--- config.mk ---
export PLATFORM = sky130hd
export DESIGN_NAME = hex_color_string_parser_unit
export DESIGN_NICKNAME = d
export VERILOG_FILES = /design/src/hdl/hcsp_pkg.sv /design/src/hdl/hex_color_string_parser_unit.sv
export VERILOG_INCLUDE_DIRS = /design/src /design/src/hdl
export SDC_FILE = /design/constraint.sdc
export NUM_CORES = 1
export LEC_CHECK = 0
export ABC_AREA = 1
export CORE_MARGIN = 2
export CORE_UTILIZATION = 40
export DETAILED_ROUTE_END_ITERATION = 16
export DONT_BUFFER_PORTS = 1
export GPL_TIMING_DRIVEN = 0
export HOLD_SLACK_MARGIN = 0.02
export PLACE_DENSITY_LB_ADDON = 0.2
export REMOVE_ABC_BUFFERS = 1
export SETUP_SLACK_MARGIN = 0.15
export SYNTH_ARGS = -nofsm -noshare
export SYNTH_HDL_FRONTEND = slang
export SYNTH_SLANG_ARGS = --single-unit
--- constraint.sdc ---
create_clock -name clk -period 4.6 [get_ports clk]
set_input_delay 0.46 -clock clk [delete_from_list [all_inputs] [get_ports clk]]
set_output_delay 0.46 -clock clk [all_outputs]
set_load 0.05 [all_outputs]
--- src/hdl/hex_color_string_parser_unit_macros.svh ---
// Assertion macros shared by the hex color string parser RTL.
`ifndef HEX_COLOR_STRING_PARSER_UNIT_MACROS_SVH
`define HEX_COLOR_STRING_PARSER_UNIT_MACROS_SVH

// Same-cycle implication, checked on clk and off during reset.
`define HCSP_ASSERT_NOW(label, ante, cons) \
  label: assert property (@(posedge clk) disable iff (!rst_n) (ante) |-> (cons)) \
    else $error("hcsp assertion failed");

// Next-cycle implication, checked on clk and off during reset.
`define HCSP_ASSERT_NEXT(label, ante, cons) \
  label: assert property (@(posedge clk) disable iff (!rst_n) (ante) |=> (cons)) \
    else $error("hcsp assertion failed");

`endif

--- src/hdl/hcsp_pkg.sv ---
// Types, constants and helper functions for the hex color string parser.
`timescale 1ns / 1ps
`default_nettype none
package hcsp_pkg;

  localparam logic [7:0]  CH_NUL   = 8'h00;
  localparam logic [7:0]  CH_TAB   = 8'h09;
  localparam logic [7:0]  CH_LF    = 8'h0A;
  localparam logic [7:0]  CH_CR    = 8'h0D;
  localparam logic [7:0]  CH_SPACE = 8'h20;
  localparam logic [7:0]  CH_HASH  = 8'h23;
  localparam logic [7:0]  CH_0     = 8'h30;
  localparam logic [7:0]  CH_9     = 8'h39;
  localparam logic [7:0]  CH_UA    = 8'h41;
  localparam logic [7:0]  CH_UF    = 8'h46;
  localparam logic [7:0]  CH_LA    = 8'h61;
  localparam logic [7:0]  CH_LF_HEX = 8'h66;

  localparam logic [7:0]  LEN_RGB4  = 8'd4;
  localparam logic [7:0]  LEN_ARGB5 = 8'd5;
  localparam logic [7:0]  LEN_RGB7  = 8'd7;
  localparam logic [7:0]  LEN_ARGB9 = 8'd9;

  localparam logic [31:0] ALPHA_OPAQUE = 32'hFF00_0000;

  typedef enum logic [1:0] {
    PH_LEAD  = 2'd0,
    PH_HEX   = 2'd1,
    PH_TRAIL = 2'd2,
    PH_FAIL  = 2'd3
  } phase_t;

  typedef struct packed {
    logic [7:0] ch;
    logic [7:0] declared_length;
  } in_beat_t;

  typedef struct packed {
    logic        ok;
    logic [31:0] argb;
  } out_beat_t;

  function automatic logic is_space(input logic [7:0] c);
    return (c == CH_TAB) || (c == CH_LF) || (c == CH_CR) || (c == CH_SPACE);
  endfunction

  // Bit 4 set means the character is a hex digit; bits 3..0 give its value.
  function automatic logic [4:0] hex_value(input logic [7:0] c);
    logic [7:0] d;
    d = 8'h00;
    if (c >= CH_0 && c <= CH_9) begin
      d = c - CH_0;
      return {1'b1, d[3:0]};
    end
    if (c >= CH_UA && c <= CH_UF) begin
      d = c - CH_UA + 8'd10;
      return {1'b1, d[3:0]};
    end
    if (c >= CH_LA && c <= CH_LF_HEX) begin
      d = c - CH_LA + 8'd10;
      return {1'b1, d[3:0]};
    end
    return 5'd0;
  endfunction

  function automatic logic [7:0] twin(input logic [3:0] n);
    return {n, n};
  endfunction

  function automatic logic [31:0] expand(input logic [31:0] v, input logic [7:0] len);
    logic [31:0] r;
    unique case (len)
      LEN_RGB4:  r = {8'hFF, twin(v[11:8]), twin(v[7:4]), twin(v[3:0])};
      LEN_ARGB5: r = {twin(v[15:12]), twin(v[11:8]), twin(v[7:4]), twin(v[3:0])};
      LEN_RGB7:  r = v | ALPHA_OPAQUE;
      LEN_ARGB9: r = v;
      default:   r = 32'd0;
    endcase
    return r;
  endfunction

endpackage
`default_nettype wire

--- src/hdl/hex_color_string_parser_unit.sv ---
// Top level of the hex color string parser: input stage, parse state, result stage.
//
//   channel | dir | payload    | meaning
//   in_     | in  | in_beat_t  | one character, length used on terminator
//   out_    | out | out_beat_t | ok flag and packed ARGB, one per string
//
// One beat per cycle sustained while in_stall is low; a character is registered,
// then parsed in the next cycle against the phase/accumulator registers.
// A terminator leaving the input stage loads the result and sets out_valid.
// Reset (rst_n low, synchronous) empties both stages and returns to leading space.
// in_stall rises only when a terminator sits in the input stage and the
// result register is full and stalled.
`timescale 1ns / 1ps
`default_nettype none
`include "hex_color_string_parser_unit_macros.svh"
module hex_color_string_parser_unit
  import hcsp_pkg::*;
(
  input  wire logic      clk,
  input  wire logic      rst_n,
  input  wire logic      in_valid,
  output logic           in_stall,
  input  wire in_beat_t  in_data,
  output logic           out_valid,
  input  wire logic      out_stall,
  output out_beat_t      out_data
);

  logic        s1_valid_r;
  in_beat_t    s1_r;
  phase_t      phase_r, phase_nxt;
  logic [31:0] accum_r, accum_nxt;
  logic        out_valid_r, out_valid_nxt;
  out_beat_t   out_r, out_nxt;

  logic        term;
  logic        out_free;
  logic        s1_adv;
  logic [4:0]  hv;

  assign term     = (s1_r.ch == CH_NUL);
  assign out_free = !out_valid_r || !out_stall;
  assign s1_adv   = s1_valid_r && (!term || out_free);
  assign in_stall = s1_valid_r && !s1_adv;
  assign hv       = hex_value(s1_r.ch);

  // next state
  always_comb begin
    phase_nxt = phase_r;
    accum_nxt = accum_r;
    if (s1_adv) begin
      if (term) begin
        phase_nxt = PH_LEAD;
        accum_nxt = 32'd0;
      end else begin
        unique case (phase_r)
          PH_LEAD: begin
            if (s1_r.ch == CH_HASH) begin
              phase_nxt = PH_HEX;
              accum_nxt = 32'd0;
            end else if (!is_space(s1_r.ch)) begin
              phase_nxt = PH_FAIL;
            end
          end
          PH_HEX: begin
            if (hv[4]) begin
              accum_nxt = {accum_r[27:0], hv[3:0]};
            end else if (is_space(s1_r.ch)) begin
              phase_nxt = PH_TRAIL;
            end else begin
              phase_nxt = PH_FAIL;
            end
          end
          PH_TRAIL: begin
            if (!is_space(s1_r.ch)) begin
              phase_nxt = PH_FAIL;
            end
          end
          default: phase_nxt = PH_FAIL;
        endcase
      end
    end
  end

  // outputs
  always_comb begin
    out_valid_nxt = out_valid_r && out_stall;
    out_nxt       = out_r;
    if (s1_adv && term) begin
      out_valid_nxt = 1'b1;
      out_nxt.ok    = (phase_r == PH_HEX) || (phase_r == PH_TRAIL);
      out_nxt.argb  = out_nxt.ok ? expand(accum_r, s1_r.declared_length) : 32'd0;
    end
  end

  always_ff @(posedge clk) begin
    if (!rst_n) begin
      s1_valid_r  <= 1'b0;
      phase_r     <= PH_LEAD;
      accum_r     <= 32'd0;
      out_valid_r <= 1'b0;
    end else begin
      if (!in_stall) begin
        s1_valid_r <= in_valid;
      end
      phase_r     <= phase_nxt;
      accum_r     <= accum_nxt;
      out_valid_r <= out_valid_nxt;
    end
  end

  always_ff @(posedge clk) begin
    if (!in_stall) begin
      s1_r <= in_data;
    end
    out_r <= out_nxt;
  end

  assign out_valid = out_valid_r;
  assign out_data  = out_r;

  `HCSP_ASSERT_NOW(a_char_never_stalls, s1_valid_r && !term, !in_stall)
  `HCSP_ASSERT_NOW(a_fail_gives_zero, out_valid_r && !out_r.ok, out_r.argb == 32'd0)
  `HCSP_ASSERT_NEXT(a_term_clears_state, s1_adv && term,
                    phase_r == PH_LEAD && accum_r == 32'd0)
  `HCSP_ASSERT_NEXT(a_term_makes_result, s1_adv && term, out_valid_r)

endmodule
`default_nettype wire
==> metrics.yaml <==
worst_hold_path:
  hp-class: "primary input to flop"
  hold_end: "s1_r[6]"
  holdCritStartpoint: "in_data[6]"
  hold_depth: 0
logic_synthesis:
  netlist_instances: 486
  synthXorXnorAreaFrac_pct: 0.4360
  synth_compound_area_share_pct: 9.841
  ys_seq_elements: 85
  synth_top_family_by_area: "simple AND/OR/NAND/NOR gates"
  netlist_area_sq_um: 4018
  syn_area_per_cell_sq_um: 8.267
  yosys_warnings: 0
  ys_types: 28
  seq_area_frac_synth_pct: 54.56
  synth_most_common_cell: "nor2_1"
  yosys.area_share.simple_pct: 22.92
  synth_common_cells: "nor2_1, nand2_1, inv_1"
  synth_mux_area_share_pct: 0
  ys_top_cells_by_area: "edfxtp_1, dfxtp_1, nor2_1"
  synth_ff_type: "edfxtp_1"
  synth_top_cell_area_share_pct: 36.62
  yosysTopAreaCell: "edfxtp_1"
  synth-adder-area-share_pct: 2.491
  synth_edf_count: 49
  synthArstFlopShare_pct: 0
finish:
  synthToLayoutAreaGrowth_pct: 7.910
  drive_gt1_share_pct: 6.173
  fillCellCount: 989
  diodes: 0
  layout.nets: 509
  fin_cells: 619
  seq_area_sq_um: 2192
  multi_input_area_sq_um: 1439
timing:
  max_freq_mhz: 371.8
  hold_violations: 0
  drv_slew: 0
  slew_headroom_pct: 35.42
  min_period_over_period_pct: 58.47
  skew_ns: 0.01318
  worst_pin_slew_ns: 0.9635
  layout_min_cycle_time_ns: 2.690
  setup_tns_ns: 0
  setup-violations-final: 0
  rsz0062_at_grt: "no"
die:
  die_h_microns: 104.2
  rows: 36
  die_x_microns: 104.2
  pin_count: 55
  coreArea_sq_um: 9774
  die-area_sq_um: 10860
  initial_core_util_pct: 41.10
cts:
  cts_hold_buf: 0
  clkLatencyLatePin_ns: 0.36
  post-cts-setup-buffer-count: 0
  clockBufferDepth: 2
  ctsResizeCount: 0
  path_clk_slew_ns: 0.08
  h-tree-depth: 3
  cts_buffers: 9
  tritoncts: "built"
  clock-root-buffer: "clkbuf_8"
  clock_sinks: 85
critical_path:
  crit_path_top_delay_cell: "nor3_2"
  ff2ff_setup_slack_ns: 1.91
  arrival_ns: 2.66
  rr_worst_depth: 7
  crit_type: "flop to flop"
  crit_buf_inv: 3
  r2r-start: "s1_r[8]"
  worstPathMaxFanout: 16
  crit_start: "s1_r[8]"
  cp_top_family: "simple AND/OR/NAND/NOR gates"
  endpoint_kind: "flop"
  cpMostUsedCell: "inv_1"
  cp-start-kind: "flop"
  path_cells: "inv_1 > ha_1 > nand2_1 > inv_2 > nand2_4 > nor3_2 > inv_1"
  timing.rr.end: "s1_r[5]"
  cp.required_ns: 4.57
  cpPeakStageDelay_ns: 0.73
placed_design:
  gp_congestion: 0.7965
  dp_cells: 602
  numPortBuffers: 0
  place_hpwl_microns: 5176
route:
  num_vias: 2908
  totalWireLength_microns: 7825
  vias_per_cell: 4.698
  detail_route.first_pass.iterations: 4
  post_drt_wl_per_cell_microns: 12.64
  drt_iter0_drc: 109
  drtAntennaViolNets: 0
  drc: 0
power_and_ir_drop:
  vdd_drop_max_v: 0.0001926
  power_leakage_nw: 1.693
  power_density_nw_per_um2: 342.9
global_route:
  grt_first_pass_wirelength_microns: 13520
  grt.overflow.total: 0
  antenna_found_initial: 0
  track_usage_pct: 15.58
  grt_max_degree: 65
  grt_pass1_vias: 2930
job:
  maxCapViolCount: 0
run_status:
  outcome: "completed"
## how the worst max path moves through the flow
stage | depth (start not counted) | slack [ns] | end
CTS | 7 | 1.90 | s1_r[0]
detailed placement | 7 | 1.91 | s1_r[0]
floorplan | 7 | 1.51 | s1_r[0]
finish | 7 | 1.91 | s1_r[5]
global placement | 7 | 1.20 | s1_r[1]
global route | 7 | 1.66 | s1_r[1]
## metrics by stage
step	setup slack [ns]	utilization, %	hold WS [ns]	power [mW]	instance area (sq um)
after detailed placement	1.913	41.81	0.5011	0.9180	4086
after global routing	1.664	44.35	0.1739	1.550	4335
after CTS	1.899	44.07	0.1851	1.506	4308
after global placement	1.197	41.76	0.4844	0.9154	4081
after floorplan	1.508	-	0.4570	0.8970	3915
final	1.910	44.35	0.2020	1.486	4335
## placed cells by master, fill, tap and decap left out, types with 2 or more instances in the layout
cell type / n
a21oi_1: 42
inv_6: 2
clkinv_1: 2
nand3_1: 9
inv_1: 73
ha_1: 8
dfxtp_1: 36
edfxtp_1: 49
nand2_2: 2
xor2_1: 2
nor2_1: 109
o21ai_0: 9
nor2_2: 3
clkbuf_8: 9
inv_2: 3
nand2_1: 96
bufinv_16: 2
o21bai_1: 17
## power by group
group / internal, mW / total [mW] / switching, mW / leakage, nW
Clock: 0.309 / 0.587 / 0.278 / 0.108
Combinational: 0.0240 / 0.0783 / 0.0542 / 0.894
Sequential: 0.811 / 0.822 / 0.0106 / 0.691
Total: 1.14 / 1.49 / 0.343 / 1.69
## area by class of cell
cell class	instances	share of cell area (%)
clock buffers	9	2.857
flip-flops and latches	85	50.56
repair buffers	1	0.6349
well taps	133	3.838
inverters	77	6.667
multi-input cells	307	33.19
clock inverters	7	2.251
## flip-flops by register name, indices dropped and copies added, names as in the netlist
register,cells
accum_r,32
s1_valid_r,1
out_valid,1
out_data,33
s1_r,16
phase_r,2
## per-layer routing
metal / track usage, % / up-vias / part of all wire, %
li1: - / 1502 / -
met1: 18.54 / 1336 / 47
met2: 26.93 / 58 / 48
met3: 4.073 / 12 / 3.3
met4: 6.081 / 0 / 2.2
met5: 0 / - / 0
## cells by family (layout without fill, tap and decap cells)
logic type | count (synthesis) | after routing
AOI/OAI and AO/OA | 70 | 70
xor gates and xnor gates | 2 | 2
adders and majority gates | 8 | 8
buffers and inverters | 94 | 94
DFF | 85 | 85
and+or+nand+nor | 227 | 227
Note: power is estimated with default switching activity, not from simulation.
